===== src/rtl/bmpdc_pkg.sv =====
package bmpdc_pkg;

   // Header byte positions (little-endian width, then height)
   localparam logic [31:0] HDR_W_LO = 32'd18;
   localparam logic [31:0] HDR_W_HI = 32'd21;
   localparam logic [31:0] HDR_H_LO = 32'd22;
   localparam logic [31:0] HDR_H_HI = 32'd25;

   // Pixel data may not start inside the header
   localparam logic [11:0] MIN_OFFSET     = 12'd26;
   localparam logic [11:0] DEFAULT_OFFSET = 12'd54;

   localparam int BYTES_PER_PIXEL = 3;

   // Pixel component sequence within one triple
   typedef enum logic [1:0] {
      COMP_BLUE  = 2'd0,
      COMP_GREEN = 2'd1,
      COMP_RED   = 2'd2
   } comp_type;

   // One byte's transaction as it travels down the color cell chain
   typedef struct packed {
      logic        live;       // slot holds a transaction
      logic        clear;      // first byte of a new file: empties the set
      logic        pixel;      // this byte completed a pixel
      logic [23:0] color;      // red, green, blue
      logic        hit;        // color already found in an earlier cell
      logic        placed;     // color stored in a free cell
      logic        hdr_valid;
      logic        hdr_err;
      logic [31:0] width;
      logic [31:0] height;
   } tok_type;

endpackage


===== src/rtl/bmpdc_cell.sv =====
module bmpdc_cell (
   input  logic               clock,
   input  logic               reset,
   input  logic               adv,
   input  bmpdc_pkg::tok_type tok_in,
   output bmpdc_pkg::tok_type tok_out
);
   import bmpdc_pkg::*;

   logic                       occ_ff, occ_in, occ_eff;
   logic [23:0]                color_ff, color_in;
   logic                       live_ff;
   logic [$bits(tok_type)-2:0] pay_ff;
   tok_type                    tok_in_mod;
   logic                       search;

   // A clearing transaction empties this slot before it is probed
   assign occ_eff = (tok_in.live && tok_in.clear) ? 1'b0 : occ_ff;
   assign search  = tok_in.live && tok_in.pixel && !tok_in.hit && !tok_in.placed;

   // Compare against the stored color, or claim the slot when free
   always_comb begin
      tok_in_mod = tok_in;
      occ_in     = occ_eff;
      color_in   = color_ff;
      if (search) begin
         if (occ_eff) begin
            tok_in_mod.hit = (color_ff == tok_in.color);
         end else begin
            occ_in            = 1'b1;
            color_in          = tok_in.color;
            tok_in_mod.placed = 1'b1;
         end
      end
   end

   always_ff @(posedge clock) begin
      if (reset) begin
         occ_ff  <= 1'b0;
         live_ff <= 1'b0;
      end else if (adv) begin
         occ_ff  <= occ_in;
         live_ff <= tok_in.live;
      end
   end

   // Payload needs no reset
   always_ff @(posedge clock) begin
      if (adv) begin
         color_ff <= color_in;
         pay_ff   <= tok_in_mod[$bits(tok_type)-2:0];
      end
   end

   assign tok_out = {live_ff, pay_ff};

endmodule


===== config.mk =====
export PLATFORM = sky130hd
export DESIGN_NAME = bmpdc_cell
export DESIGN_NICKNAME = d
export VERILOG_FILES = /design/src/rtl/bmpdc_pkg.sv /design/src/rtl/bmpdc_cell.sv
export SDC_FILE = /design/constraint.sdc
export NUM_CORES = 1
export LEC_CHECK = 0
export BUFFER_PORTS_ARGS = -buffer_cell sky130_fd_sc_hd__buf_2
export CORE_ASPECT_RATIO = 0.6
export CORE_UTILIZATION = 45
export CTS_CLUSTER_DIAMETER = 150
export DETAILED_ROUTE_END_ITERATION = 10
export HOLD_SLACK_MARGIN = 0.12
export PLACE_DENSITY = 0.87
export SLEW_MARGIN = 10
export SYNTH_ARGS = -nofsm -noshare
export SYNTH_HDL_FRONTEND = slang
export SYNTH_SLANG_ARGS = --single-unit

===== constraint.sdc =====
create_clock -name clock -period 2 [get_ports clock]
set_clock_uncertainty 0.15 [all_clocks]
set_input_delay 0.2 -clock clock [delete_from_list [all_inputs] [get_ports clock]]
set_output_delay 0.2 -clock clock [all_outputs]
set_load 0.02 [all_outputs]

# ---- Yosys cells after proc, flatten, opt, wreduce, memory -nomap -nowiden
# Cells that the tools add are included.
dict set report totals {
  output_inout_bits 95
  input_bits 98
  ff_bits 120
  wordCells 18
}
dict set report classes {
  bitwise_logic 1
  mux 5
  eq_ne 1
  n_reduce_logical 7
}
# op n
set ops {}
lappend ops {{24-bit == test} 1}
lappend ops {{1-bit logical AND} 4}
lappend ops {{1-bit two-way mux} 4}
lappend ops {{3-bit AND reduction} 1}
lappend ops {{1-bit logical NOT} 2}
lappend ops {{2-bit two-way mux} 1}
lappend ops {{1-bit NOT} 1}

# ---- Logic depth before layout (Yosys ltp)
dict set report depth {
  ltp_word 4
  depth_mapped 4
  mapped_depth_nobuf 4
}

# ---- Worst setup path after synthesis
# Ideal clock, no wire load.
dict set report synth_path {
  path_kind {in2reg}
  from {input port tok_in[67] (netlist bit)}
  to {register color_ff[0], enable pin}
  arrival_time_ns 1.252
  setup_time_ns 0.383
  n_path_buf 0
  stages 3
  t_required_ns 1.467
  path_slack_ns 0.215
  cell_sequence {and4bb_1 > nor2b_1 > and2_1}
}
dict set report synth_via {
  elab_chain_len 4
}
# element line_no
set synth_rtl {}
lappend synth_rtl {{start, declared} bmpdc_cell.sv:5} ;# input bmpdc_pkg::tok_type tok_in,
lappend synth_rtl {{1-bit logical NOT} bmpdc_cell.sv:19} ;# assign search = tok_in.live && tok_in.pixel && !tok_in.hit && !tok_in.placed;
lappend synth_rtl {{1-bit logical AND (2 in series)} bmpdc_cell.sv:19}
lappend synth_rtl {{3-bit AND reduction (no line)} n/a}
lappend synth_rtl {{end signal, assigned} bmpdc_cell.sv:50} ;# color_ff <= color_in;
lappend synth_rtl {{end, declared} bmpdc_cell.sv:11} ;# logic [23:0] color_ff, color_in;
# No other way between the ends.
# A chain may end at the register's enable or synchronous reset.

# ---- Worst setup path after layout
dict set report layout_path {
  from {input port tok_in[67] (netlist bit)}
  to {register color_ff[4], enable pin}
}
# The elaborated chain is that of the path after synthesis.

==> results.yml <==
setup_path:
  rrSetupSlack_ns: 0.32
  cp-end-kind: "register"
  slowest_stage: "dlygate4sd3_1"
  worstSetupPathType: "in -> reg"
  cp_cell_sequence: "dlygate4sd3_1, buf_2, and4bb_1, nor2b_1, and2_1, buf_12"
  cp_top_family: "buffers and inverters"
  slowest_delay_ns: 0.53
  critPathBufInv: 3
  cp.arrival_ns: 1.77
  critPathLaunchType: "input port"
  cp_max_fo: 24
  required_ns: 1.95
timing:
  rsz0062_at_grt: "false"
  hold_ws_ns: 0.359
  relSlewSlack_pct: 71.7
  hold_viol_final: 0
  fmax_ghz: 0.548
  tns_ns: 0
  worst_pin_slew_ns: 0.420
  drv_slew: 0
  post-route-period-util_pct: 91.3
  setup_viol: 0
  fin_crit_ns: 1.83
placement:
  port_buffers: 192
  dp_cells: 470
  hpwlAfterDp_um: 5940
  gp_congestion: 0.727
  place_area_mm2: 0.00508
global_route:
  use_met1_pct: 26.3
  grt_pass1_wl_um: 14500
  busiest_layer: "met2"
  met2_usage_pct: 40.0
  grt_max_degree: 58
  grt_pass1_vias: 2847
  met3_usage_pct: 7.44
  grt_usage_pct: 22.7
  grt-ovfl-total: 0
  antenna_found_initial: 0
floorplanning:
  die_x_um: 123
  rows: 26
  die_height_um: 74.5
  fp.coreArea_mm2: 0.00849
  start_util_pct: 46.4
  die-area_mm2: 0.00915
  io_pins: 193
yosys:
  syn_nets: 262
  synthesis.area_mm2: 0.00394
  yosysWarnings: 0
  yosys.area.top_type: "edfxtp_1"
  ys_ff_latch: 120
  synth_cell_types: 19
  synth_top_area_share_pct: 89.9
  postSynthCellCount: 164
  avgSynthCellArea_um2: 24.0
  synth_area_leaders: "edfxtp_1 90%, xnor2_1 2.9%, xor2_1 2.2%"
  yosysSeqAreaShare_pct: 90.9
clock_network:
  cts_made_buffers: 17
  clock_sinks: 120
  cts_hold_buf: 98
  post_cts_buffers: 0
  clock_path_buffers: 2
  cts_resized: 0
  clkSlewWorstSetupHoldPaths_ns: 0.05
  cts_tree: "done"
  clock_latency_ns: 0.40
  root_buffer: "clkbuf_16"
  cts_max_level: 4
finish:
  final_area_mm2: 0.00666
  drive_above_1_share_pct: 45.5
  antenna_cells: 0
  final_nets: 573
  fin_util_pct: 78.4
  syn2layout_area_growth_pct: 68.9
  layout.cells.non_filler: 600
routing:
  dr_total_vias: 2762
  dr.pass1.iters: 9
  vias_per_cell: 4.60
  ant_nets: 0
  drt_wl_total_um: 10100
  drc: 1
  wl_per_cell_um: 16.8
  drtIter0Drc: 119
run_status:
  status: "finished, violations left"
  failed_checks: "DRC"
job:
  drv_cap: 0
power:
  p_per_area_mw_per_mm2: 1010
  irDropWorstVdd_uv: 638
  p_leak_nw: 2.75
hold_path:
  holdCritPathClass: "in -> reg"
[cell usage in the layout, fill, tap and decap left out, types with 2 or more instances in the layout]
cell	instances
nand4_1	4
clkbuf_1	2
bufinv_16	4
buf_2	191
nor2_1	3
xnor2_1	13
buf_12	2
edfxtp_1	118
nor4_1	2
dfxtp_1	2
xor2_1	10
buf_4	2
dlygate4sd3_1	98
clkinv_1	5
clkinv_2	4
clkbuf_16	17
[where the power goes]
part	total (mW)	internal [mW]	switching, mW
Clock	3.03	2.05	0.980
Sequential	3.00	2.95	0.0476
Combinational	0.712	0.319	0.393
[per-layer routing]
layer,vias to the layer above,part of all wire [%]
met5,-,0
met4,0,0.94
met3,10,5.7
met2,117,53
met1,1361,41
li1,1274,-
[path summary, 6_finish.rpt]
check                           depth (start not counted)             startpoint                     to
worst max-delay path                                    6             tok_in[67]  color_ff[4]$_DFFE_PP_
worst min-delay path                                    2             tok_in[63]   pay_ff[63]$_DFFE_PP_
worst max register to register                          4  color_ff[5]$_DFFE_PP_   pay_ff[67]$_DFFE_PP_
worst min register to register                          2   live_ff$_SDFFE_PP0P_   live_ff$_SDFFE_PP0P_
[Yosys cell counts]
master	instances
xnor2_2	1
buf_4	1
nor4_2	1
edfxtp_1	118
nor4_1	2
a21boi_0	1
a22oi_1	1
mux2i_1	1
nand3_1	1
and2_1	1
or2_1	1
nor2b_1	1
xor2_1	10
nor2_1	3
and4bb_1	1
dfxtp_1	2
a41o_1	1
xnor2_1	13
nand4_1	4
[sequential cells by signal (all words and copies together), names as in the netlist]
| name | flops |
|---|---|
| occ_ff | 1 |
| live_ff | 1 |
| pay_ff | 94 |
| color_ff | 24 |
[stage by stage]
stage / setup WS [ns] / power (mW)
finish: 0.174 / 6.74
detailed placement: 0.310 / 3.59
CTS: 0.164 / 6.77
global placement: 0.434 / 3.57
global route: 0.0836 / 6.96
floorplan: 0.215 / 3.28
[cell families (layout without fill, tap and decap cells)]
logic type	after synthesis	after routing	share of synthesized area, %
muxes	1	1	0.254
and+or+nand+nor	15	15	2.48
AOI/OAI and AO/OA	3	3	0.635
DFF	120	120	90.9
buffers and inverters	1	325	0.191
xor gates and xnor gates	24	24	5.52
[worst reg2reg max path, cell delays in order (launching register included)]
cell and delay [ns]:
edfxtp_1 0.41, xnor2_1 0.23, nand4_1 0.21, nor4_2 0.36
a41o_1 0.19
[area by class of cell]
cell class	instances	area, um^2
clock buffer	19	433
clock inverter	13	159
multi-input combinational	43	350
timing repair buffer	293	1990
sequential	120	3580
tap	112	140
fill	474	1830
Power figures use the tool's default switching activity.
