## src/rtl/bmpdc_pkg.sv

```systemverilog
package bmpdc_pkg;

   // Header byte positions (little-endian width, then height)
   localparam logic [31:0] HDR_W_LO = 32'd18;
   localparam logic [31:0] HDR_W_HI = 32'd21;
   localparam logic [31:0] HDR_H_LO = 32'd22;
   localparam logic [31:0] HDR_H_HI = 32'd25;

   // Pixel data may not start inside the header
   localparam logic [11:0] MIN_OFFSET     = 12'd26;
   localparam logic [11:0] DEFAULT_OFFSET = 12'd54;

   localparam int BYTES_PER_PIXEL = 3;

   // Pixel component sequence within one triple
   typedef enum logic [1:0] {
      COMP_BLUE  = 2'd0,
      COMP_GREEN = 2'd1,
      COMP_RED   = 2'd2
   } comp_type;

   // One byte's transaction as it travels down the color cell chain
   typedef struct packed {
      logic        live;       // slot holds a transaction
      logic        clear;      // first byte of a new file: empties the set
      logic        pixel;      // this byte completed a pixel
      logic [23:0] color;      // red, green, blue
      logic        hit;        // color already found in an earlier cell
      logic        placed;     // color stored in a free cell
      logic        hdr_valid;
      logic        hdr_err;
      logic [31:0] width;
      logic [31:0] height;
   } tok_type;

endpackage

```

## src/rtl/bmpdc_parser.sv

```systemverilog
module bmpdc_parser (
   input  logic              clock,
   input  logic              reset,
   input  logic              accept,
   input  logic [7:0]        data_byte,
   input  logic              first_byte,
   input  logic [11:0]       offset,
   output bmpdc_pkg::tok_type tok
);
   import bmpdc_pkg::*;

   logic [31:0] pos_ff, pos_in, pos_eff;
   logic [31:0] width_ff, width_in, width_eff;
   logic [31:0] height_ff, height_in, height_eff;
   logic [33:0] row_ff, row_in, row_eff, row_inc;
   comp_type    comp_ff, comp_in, comp_eff;
   logic [15:0] part_ff, part_in, part_eff;
   logic [33:0] data_len, stride;
   logic [11:0] offset_eff;
   logic        hdr_valid, hdr_err, in_pix, pix_done;

   // A first byte restarts the file before the byte itself is handled
   assign pos_eff    = first_byte ? '0 : pos_ff;
   assign width_eff  = first_byte ? '0 : width_ff;
   assign height_eff = first_byte ? '0 : height_ff;
   assign row_eff    = first_byte ? '0 : row_ff;
   assign comp_eff   = first_byte ? COMP_BLUE : comp_ff;
   assign part_eff   = first_byte ? '0 : part_ff;

   // Header field assembly, one byte lane per position
   always_comb begin
      width_in  = width_eff;
      height_in = height_eff;
      for (int k = 0; k < 4; k++) begin
         if (pos_eff == HDR_W_LO + 32'(k)) width_in[8*k +: 8]  = width_eff[8*k +: 8] | data_byte;
         if (pos_eff == HDR_H_LO + 32'(k)) height_in[8*k +: 8] = height_eff[8*k +: 8] | data_byte;
      end
   end

   assign hdr_valid = pos_eff >= HDR_H_HI;
   assign hdr_err   = hdr_valid && (width_in == '0) && (height_in == '0);

   // Row geometry: width*3 data bytes, padded to a multiple of four
   assign data_len   = {2'b00, width_in} + {1'b0, width_in, 1'b0};
   assign stride     = (data_len + 34'd3) & ~34'd3;
   assign offset_eff = (offset < MIN_OFFSET) ? MIN_OFFSET : offset;
   assign in_pix     = hdr_valid && !hdr_err && (pos_eff >= {20'd0, offset_eff})
                       && (width_in != '0);
   assign row_inc    = row_eff + 34'd1;

   // Row position and pixel component grouping
   always_comb begin
      row_in   = row_eff;
      comp_in  = comp_eff;
      part_in  = part_eff;
      pix_done = 1'b0;
      if (in_pix) begin
         if (row_eff < data_len) begin
            case (comp_eff)
               COMP_BLUE: begin
                  part_in = {8'd0, data_byte};
                  comp_in = COMP_GREEN;
               end
               COMP_GREEN: begin
                  part_in = {data_byte, part_eff[7:0]};
                  comp_in = COMP_RED;
               end
               default: begin
                  pix_done = 1'b1;
                  part_in  = '0;
                  comp_in  = COMP_BLUE;
               end
            endcase
         end
         row_in = (row_inc >= stride) ? '0 : row_inc;
      end
   end

   // Saturating byte position
   assign pos_in = (pos_eff == '1) ? pos_eff : pos_eff + 32'd1;

   always_ff @(posedge clock) begin
      if (reset) begin
         pos_ff    <= '0;
         width_ff  <= '0;
         height_ff <= '0;
         row_ff    <= '0;
         comp_ff   <= COMP_BLUE;
         part_ff   <= '0;
      end else if (accept) begin
         pos_ff    <= pos_in;
         width_ff  <= width_in;
         height_ff <= height_in;
         row_ff    <= row_in;
         comp_ff   <= comp_in;
         part_ff   <= part_in;
      end
   end

   // Transaction handed to the first cell
   always_comb begin
      tok.live      = accept;
      tok.clear     = first_byte;
      tok.pixel     = pix_done;
      tok.color     = pix_done ? {data_byte, part_eff} : '0;
      tok.hit       = 1'b0;
      tok.placed    = 1'b0;
      tok.hdr_valid = hdr_valid;
      tok.hdr_err   = hdr_err;
      tok.width     = width_in;
      tok.height    = height_in;
   end

endmodule

```

## config.mk

```make
export PLATFORM = sky130hd
export DESIGN_NAME = bmpdc_parser
export DESIGN_NICKNAME = d
export VERILOG_FILES = /design/src/rtl/bmpdc_pkg.sv /design/src/rtl/bmpdc_parser.sv
export SDC_FILE = /design/constraint.sdc
export NUM_CORES = 1
export LEC_CHECK = 0
export BUFFER_PORTS_ARGS = -buffer_cell sky130_fd_sc_hd__buf_4
export CORE_ASPECT_RATIO = 1.5
export CORE_MARGIN = 4
export CORE_UTILIZATION = 50
export CTS_BUF_LIST = sky130_fd_sc_hd__clkbuf_16
export CTS_CLUSTER_DIAMETER = 40
export CTS_CLUSTER_SIZE = 28
export DETAILED_ROUTE_END_ITERATION = 8
export PLACE_DENSITY = 0.69
export SLEW_MARGIN = 20
export SYNTH_ARGS = -nofsm -noshare
export SYNTH_HDL_FRONTEND = slang
export SYNTH_SLANG_ARGS = --single-unit
```

## constraint.sdc

```tcl
create_clock -name clock -period 9.3 [get_ports clock]
set_clock_uncertainty 0.15 [all_clocks]
set_input_delay 0 -clock clock [delete_from_list [all_inputs] [get_ports clock]]
set_output_delay 0 -clock clock [all_outputs]
set_load 0.02 [all_outputs]
```

== Word level (Yosys, flattened, before mapping) ==
Index checks and enable logic that the tools add are counted.
Cells by class
  add/sub/neg operators: 4
  magnitude comparators: 5
  equality and inequality tests: 10
  mux-type cells: 28
  bitwise gates (word level): 8
  reductions and logical operators: 11
Operators with widths (number)
  $eq 32x5->1 const B: 8
  $mux 32: 4
  $mux 34: 3
  $logic_not 32->1: 2
  $mux 8: 8
  $or 8x8->8: 8
  $mux 16: 3
  $add 32x33->34: 1
  $add 34x1->34 const B: 1
  $add 34x2->34 const B: 1
  $ge 34x34->1: 1
  $lt 34x34->1: 1
  $add 32x1->32 const B: 1
  $eq 32x32->1 const B: 1
  $ge 32x12->1: 1
  $ge 32x5->1 const B: 1
  $pmux 16 s2: 1
  $reduce_bool 32->1: 1
  $mux 24: 1
  $lt 12x5->1 const B: 1
  $mux 12: 1
  $mux 2: 3
  $logic_and 1x1->1: 5
  $pmux 2 s2: 1
  5 further kinds: 7
Storage, ports and cells
  bits in registers: 148
  output and inout port bits: 95
  logic and storage cells: 72

== Longest topological paths before layout ==
Gate-level depths: netlist of run 1.
  word-level depth: 12
  gate-level depth with buffers: 40

== Worst setup path before layout of run 1 ==
Ideal clock, no wire load.
  path kind: reg2reg
  start point: reg pos_ff[31]
  end point: reg row_ff[10]
  setup time: 0.086 ns
  arrival: 7.507 ns
  data required time: 9.064 ns
  slack: 1.557 ns
  cell stages (with the launch flop): 38
  period minus slack after synthesis: 7.743 ns
  cell sequence: dfxtp_1 -> nor4_2 -> nand4_4 -> o21ai_0 -> o21ai_0 -> nor2_1 -> and3_1 -> clkbuf_1 -> a22oi_1 -> inv_1 -> ha_1 -> a21o_1 -> a21o_1 -> o21ai_0 -> a211oi_2 -> nor2_1 -> o211ai_2 -> a221oi_2 -> [2 not listed] -> nand3b_1 -> nor2_1 -> xor2_1 -> ha_1 -> a21o_1 -> a21o_1 -> a21o_1 -> a21o_1 -> a21o_1 -> a21o_1 -> a221o_1 -> nor3_1 -> nand4b_1 -> a31oi_1 -> and2_1 -> clkbuf_1 -> a22oi_1 -> a211oi_1
RTL lines
  start, declared: line bmpdc_parser.sv:12  | logic [31:0] pos_ff, pos_in, pos_eff;
  start signal, assigned: line bmpdc_parser.sv:91  | pos_ff <= pos_in;
  end signal, assigned: line bmpdc_parser.sv:94  | row_ff <= row_in;
  end, declared: line bmpdc_parser.sv:15  | logic [33:0] row_ff, row_in, row_eff, row_inc;

==> summary.txt, run 1 <==
Run status
  – Status: finished clean

Clock network
  – Clock buffer depth: 2
  – CTS tree: yes
  – H-tree levels: 4
  – Clk_lat worst skew: 0.45 ns
  – CTS root buf: clkbuf_16
  – Postcts setup bufs: 0
  – CTS Sinks: 148
  – CTS buffer count: 17
  – Worst-path clk slew: 0.07 ns

Global routing
  – Largest net degree at the start of global routing: 94
  – Vias in the first global route: 12,600
  – Global-route wire length before repair: 66,300 um
  – GRT Residual Overflow: 0
  – Antenna violations before repair: 0
  – Gr usage total: 28.3%

Hold path
  – Hold Crit Class: register to register
  – Hold Path End: part_ff[6]$_SDFFE_PP0P_
  – Hold Crit Depth: 1
  – Worst hold start: part_ff[6]$_SDFFE_PP0P_

Setup path
  – CP endpoint kind: output pin
  – R2r worst-path depth: 34
  – Peak per-stage delay on the critical path: 0.64 ns
  – Crit path max fanout: 25
  – WP data arrival: 8.45 ns
  – Internal reg-to-reg setup slack: 0.80 ns
  – FF-to-FF Start: pos_ff[31]$_SDFFE_PP0P_
  – Worst path required time: 9.15 ns
  – WS Path Type: register to output pin
  – RR Endpoint: part_ff[3]$_SDFFE_PP0P_
  – Most used cell, CP: o21ai_0
  – CP Launch Type: register
  – Slowest cell on crit path: or4_1

Detailed routing
  – Antenna Nets Post-Route: 0
  – Drt pass-1 iters: 6
  – DR vias: 12,900
  – Detailed Route WL: 41,600 um
  – Drt drc: 0
  – WL/cell: 20.0 um
  – Via density per instance: 6.22
  – DR iter-0 viols: 973

Synth
  – Dominant synthesized flop cell: dfxtp_1
  – Number of flops mapped to enable cells by yosys: 0
  – Post-Syn Instances: 1,677
  – Yosys Warn Count: 0
  – Sequential area share after synthesis: 22.8%
  – Asr flop ratio synth: 0%
  – Post-Syn Area per Cell: 7.74 um2
  – Mapped Area: 13,000 um2
  – Yosys cell types: 94
  – #FFs+latches synth: 148

Finish
  – Synthesis-to-finish area growth: 13.1%
  – Commonest non-fill, non-tap cell in the layout: nor2_1
  – Most frequent cells in the layout: nor2_1, dfxtp_1, buf_4
  – Ratio of cells with drive above 1 in the final layout: 13.3%
  – Inserted Diodes: 0
  – Final #Nets: 1,878

Floorplan
  – Width of the die: 140 um
  – DIE AREA: 28,700 um2
  – Row cnt: 72
  – Starting Density: 50.6%
  – Core area: 25,700 um2
  – Die height: 205 um
  – Io pins: 119

STA
  – Max-slew headroom: 27.0%
  – Final Max Slew Viols: 0
  – Setup TNS: 0 ns
  – Slew @ Worst Pin: 1.09 ns
  – Final setup viols: 0
  – Fin crit share: 92.5%
  – RSZ-0062 raised after global routing: false
  – Setup WS post-layout: 0.696 ns
  – WHS: 0.320 ns
  – Clock period minus worst slack: 8.60 ns
  – Hold Vio Cnt, Final: 0
  – FMAX: 0.116 GHz

Job
  – Max cap viols: 0

Power
  – Leakage: 0.00631 uW
  – Pwr dens: 105 nW/um2
  – Worst vdd ir: 0.127 mV

Place
  – Port buffer count: 116
  – Pre-CTS WS: 0.968 ns
  – DP HPWL: 30,600 um
  – Routability cong.: 0.963
how the worst max path moves through the flow:
stage	from	cells after the start	to	slack, ns
CTS	pos_ff[31]$_SDFFE_PP0P_	34	tok[76]	0.65
global route	pos_ff[31]$_SDFFE_PP0P_	34	tok[76]	0.05
detailed placement	pos_ff[31]$_SDFFE_PP0P_	36	row_ff[1]$_SDFFE_PP0P_	0.97
finish	pos_ff[31]$_SDFFE_PP0P_	34	tok[76]	0.70
floorplan	pos_ff[31]$_SDFFE_PP0P_	37	row_ff[10]$_SDFFE_PP0P_	1.56
global placement	pos_ff[26]$_SDFFE_PP0P_	34	part_ff[3]$_SDFFE_PP0P_	1.07
worst max-delay path: cells and delay by family (launching register included):
family | cells | cell delay [ns]
compound gates | 17 | 3.81
simple gates | 10 | 2.36
buf+inv | 5 | 0.98
fa+ha+maj | 2 | 0.56
flops | 1 | 0.33
per-layer routing:
layer / wire length, um / GRT usage, %
met5: 0 / 0
met4: 2190 / 15.7
met3: 2040 / 4.09
met2: 21100 / 51.1
met1: 16200 / 31.8
metrics by stage:
step                      cells  utilization (%)  power (uW)  cell area, um2
after CTS                  2080             57.2        1550           14700
final                      2080             57.2        1540           14700
after global routing       2080             57.2        1580           14700
after floorplan            1678                -         766           13000
after detailed placement   2038             54.4         814           14000
after global placement     2038             54.4         812           14000
layout make-up:
| type | count | area, um2 |
|---|---|---|
| well taps | 333 | 417 |
| flip-flops and latches | 148 | 2960 |
| inverters | 70 | 263 |
| multi-input cells | 1356 | 9350 |
| fillers | 2417 | 11000 |
| clock inverters | 14 | 176 |
| repair buffers | 142 | 1090 |
| clock buffers | 17 | 425 |
Yosys cell counts (6+ instances only):
cell type,instances,area (um2)
a211oi_1,28,210
a21o_1,43,323
a21oi_1,73,365
a221oi_1,8,70.1
a22o_1,44,385
a22oi_1,105,788
a31oi_1,10,62.6
a32oi_1,6,52.6
and2_1,44,275
and3_1,26,163
buf_4,8,60.1
clkbuf_1,88,330
dfxtp_1,148,2960
ha_1,118,1480
inv_1,66,248
nand2_1,121,454
nand2b_1,12,75.1
nand3_1,33,165
nand4_1,35,219
nor2_1,222,833
nor2b_1,58,363
nor3_1,37,185
nor3b_1,6,45.0
nor4_1,14,87.6
nor4_2,7,87.6
nor4_4,9,191
o21a_1,10,75.1
o21ai_0,49,245
or2_2,10,62.6
or3_1,9,56.3
or4_1,9,67.6
xnor2_1,62,543
xor2_1,39,342
kinds of logic (layout without fill, tap and decap cells):
| kind of cell | count (synthesis) | after routing | share of synthesized area, % |
|---|---|---|---|
| AND/OR/NAND/NOR | 680 | 680 | 27.7 |
| AO/OA/AOI/OAI | 442 | 442 | 24.8 |
| buffers and inverters | 174 | 243 | 5.29 |
| flip-flops | 148 | 148 | 22.8 |
| adder cells (fa/ha/maj) | 120 | 120 | 11.6 |
| XOR/XNOR | 103 | 103 | 7.06 |
| multiplexers | 9 | 9 | 0.742 |
| other | 1 | 2 | 0.0289 |
flip-flops by register name, indices dropped and copies added, names as in the netlist:
name	cells
comp_ff	2
height_ff	32
part_ff	16
pos_ff	32
row_ff	34
width_ff	32
where the power goes:
group	total [uW]	switching (uW)	internal, uW
Clock	735	311	424
Combinational	158	104	53.8
Sequential	649	7.89	641
Total	1540	423	1120
what timing repair did:
item	in CTS	in global routing
hold endpoints to repair	58	0
hold buffers	11	0
setup endpoints to repair	0	25
gates resized for setup	0	1
Power figures use the tool's default switching activity.
==> run 2: changes to the inputs <==
PLACE_DENSITY = 0.68   (was 0.69)
==> summary.txt, run 2 (synthesis results as in run 1) <==
Hold path
  – Hold Crit Class: input pin to register
  – Worst hold start: first_byte

Floorplan
  – Io pins: 119 (unchanged)
  – DIE AREA: 28,700 um2 (unchanged)
  – Die height: 205 um (unchanged)
  – Starting Density: 50.6% (unchanged)
  – Row cnt: 72 (unchanged)
  – Width of the die: 140 um (unchanged)
  – Core area: 25,700 um2 (unchanged)

Detailed routing
  – DR vias: 12,800 (-0.99%)
  – Detailed Route WL: 41,300 um (-0.75%)
  – WL/cell: 19.8 um (-0.80%)
  – DR iter-0 viols: 845 (-13%)
  – Via density per instance: 6.16 (-1.0%)
  – Drt pass-1 iters: 6 (unchanged)
  – Drt drc: 0 (unchanged)
  – Antenna Nets Post-Route: 0 (unchanged)

Power
  – Pwr dens: 103 nW/um2 (-1.9%)
  – Clock share of power: 46.7% (-1.0 points)
  – Net Sw Frac: 30.2% (+2.8 points)
  – Worst vdd ir: 0.127 mV (+0.24%)
  – Seq pwr share: 42.9% (+0.8 points)
  – Combinational power share: 10.4% (about the same)
  – NetSw: 456 uW (+7.9%)
  – Leakage: 0.00631 uW (about the same)
  – Internal power: 1050 uW (-5.8%)

Setup path
  – WS Path Type: register to register
  – WP data arrival: 8.79 ns (+0.34 ns)
  – Worst path required time: 9.51 ns (+0.36 ns)
  – Slowest cell on crit path: nor4_4
  – Crit path from: pos_ff[26]$_SDFFE_PP0P_
  – FF-to-FF Start: pos_ff[26]$_SDFFE_PP0P_
  – CP endpoint kind: register
  – CP Launch Type: register
  – Crit path max fanout: 16 (-36%)
  – Peak per-stage delay on the critical path: 0.47 ns (-0.17 ns)
  – Most used cell, CP: a21o_1

Global routing
  – Gr usage total: 28.0% (-0.23 points)
  – Global-route wire length before repair: 65,600 um (-1.2%)
  – Antenna violations before repair: 0 (unchanged)
  – Largest net degree at the start of global routing: 93 (-1.1%)
  – GRT Residual Overflow: 0 (unchanged)
  – Vias in the first global route: 12,400 (-2.0%)

Clock network
  – CTS tree: yes
  – CTS root buf: clkbuf_16
  – CTS Sinks: 148 (unchanged)
  – H-tree levels: 4 (unchanged)
  – Worst-path clk slew: 0.07 ns (about the same)
  – Clock buffer depth: 2 (unchanged)
  – Clk_lat worst skew: 0.44 ns (about the same)
  – Postcts setup bufs: 0 (unchanged)
  – CTS buffer count: 17 (unchanged)

STA
  – Fin crit share: 92.2% (-0.27 points)
  – FMAX: 0.117 GHz (+0.29%)
  – Final Max Slew Viols: 0 (unchanged)
  – Clock period minus worst slack: 8.58 ns (-0.0252 ns)
  – WHS: 0.0766 ns (-0.244 ns)
  – Final setup viols: 0 (unchanged)
  – Max-slew headroom: 28.4% (+1.5 points)
  – Setup TNS: 0 ns (unchanged)
  – RSZ-0062 raised after global routing: false
  – Slew @ Worst Pin: 1.07 ns (-0.0219 ns)
  – Hold Vio Cnt, Final: 0 (unchanged)

Finish
  – Commonest non-fill, non-tap cell in the layout: nor2_1
  – Max FFs per register: 34 (unchanged)
  – Filler Cell Count: 2,451 (+1.4%)
  – Ratio of cells with drive above 1 in the final layout: 13.4% (+0.16 points)
  – Post-route cell area: 14,700 um2 (-0.14%)
  – Top reg by flops: row_ff
  – Most frequent cells in the layout: nor2_1, dfxtp_1, buf_4
  – Final #Nets: 1,878 (unchanged)
  – Synthesis-to-finish area growth: 13.0%
  – Register area: 2960 um2 (unchanged)
  – Inserted Diodes: 0 (unchanged)
  – Area of the multi-input gates: 9350 um2 (unchanged)

Place
  – DP HPWL: 30,600 um (-0.14%)
  – Routability cong.: 0.924 (-4.0%)
  – DP Area: 14,000 um2 (about the same)
  – Port buffer count: 116 (unchanged)

Job
  – Max cap viols: 0 (unchanged)

Run status
  – Status: finished clean
-- run 2: cell count changes in the layout (fill, tap and decap cells not counted) --
cell and change:
bufinv_16 -3, clkinvlp_4 -1, inv_1 -1, inv_8 +5, buf_4 +1, clkinv_2 -1
dlygate4sd3_1 -1, clkinv_8 +2
-- run 2: through the flow --
stage / power [uW] / cells / utilization, % / setup WS, ns
2_1_floorplan: 766 / 1678 / - / 1.56
3_3_place_gp: 813 / 2039 / 54.4 / 1.10
3_5_place_dp: 815 / 2039 / 54.4 / 0.820
4_1_cts: 1520 / 2081 / 57.1 / 0.773
5_1_grt: 1560 / 2081 / 57.1 / 0.0136
6_report: 1510 / 2081 / 57.1 / 0.721
-- run 2: timing repair --
action / 4_1_cts / 5_1_grt
resized for setup: 0 / 1
endpoints found under the setup margin: 0 / 25
hold endpoints to repair: 55 / 0
hold buffers: 10 / 0
-- run 2: critical path, delay by kind of cell (launching register included) --
kind                       cells  cell delay, ns
AOI/OAI and AO/OA             19            3.97
DFF                            1            0.36
xor gates and xnor gates       2            0.36
adders and majority gates      2            0.54
and+or+nand+nor               11            2.64
buffers and inverters          2            0.42
-- run 2: area by class of cell --
type,count,share of cell area (%)
multi-input combinational,1356,63.7
clock buffer,17,2.90
inverter,70,1.79
clock inverter,15,1.08
timing repair buffer,142,7.44
sequential,148,20.2
tap,333,2.84
-- run 2: worst paths after layout --
kind | slack (ns) | end | cells past startpoint
max | 0.72 | row_ff[1]$_SDFFE_PP0P_ | 36
min reg2reg | 0.33 | part_ff[11]$_SDFFE_PP0P_ | 1
max reg2reg | 0.72 | row_ff[1]$_SDFFE_PP0P_ | 36
min | 0.08 | pos_ff[3]$_SDFFE_PP0P_ | 4
-- run 2: layer usage --
metal	vias to the layer above	part of all wire (%)	track usage (%)
met5	-	0	0
met4	0	5.2	14.5
met3	111	4.2	3.81
met2	379	51	50.7
met1	6116	40	32.1
li1	6206	-	-
-- run 2: power groups by stage --
stage | sequential, uW | combinational [uW] | clock [uW]
4_1_cts | 648 | 156 | 714
5_1_grt | 650 | 171 | 740
3_3_place_gp | 663 | 150 | 0
2_1_floorplan | 659 | 107 | 0
3_5_place_dp | 663 | 152 | 0
6_report | 649 | 157 | 705
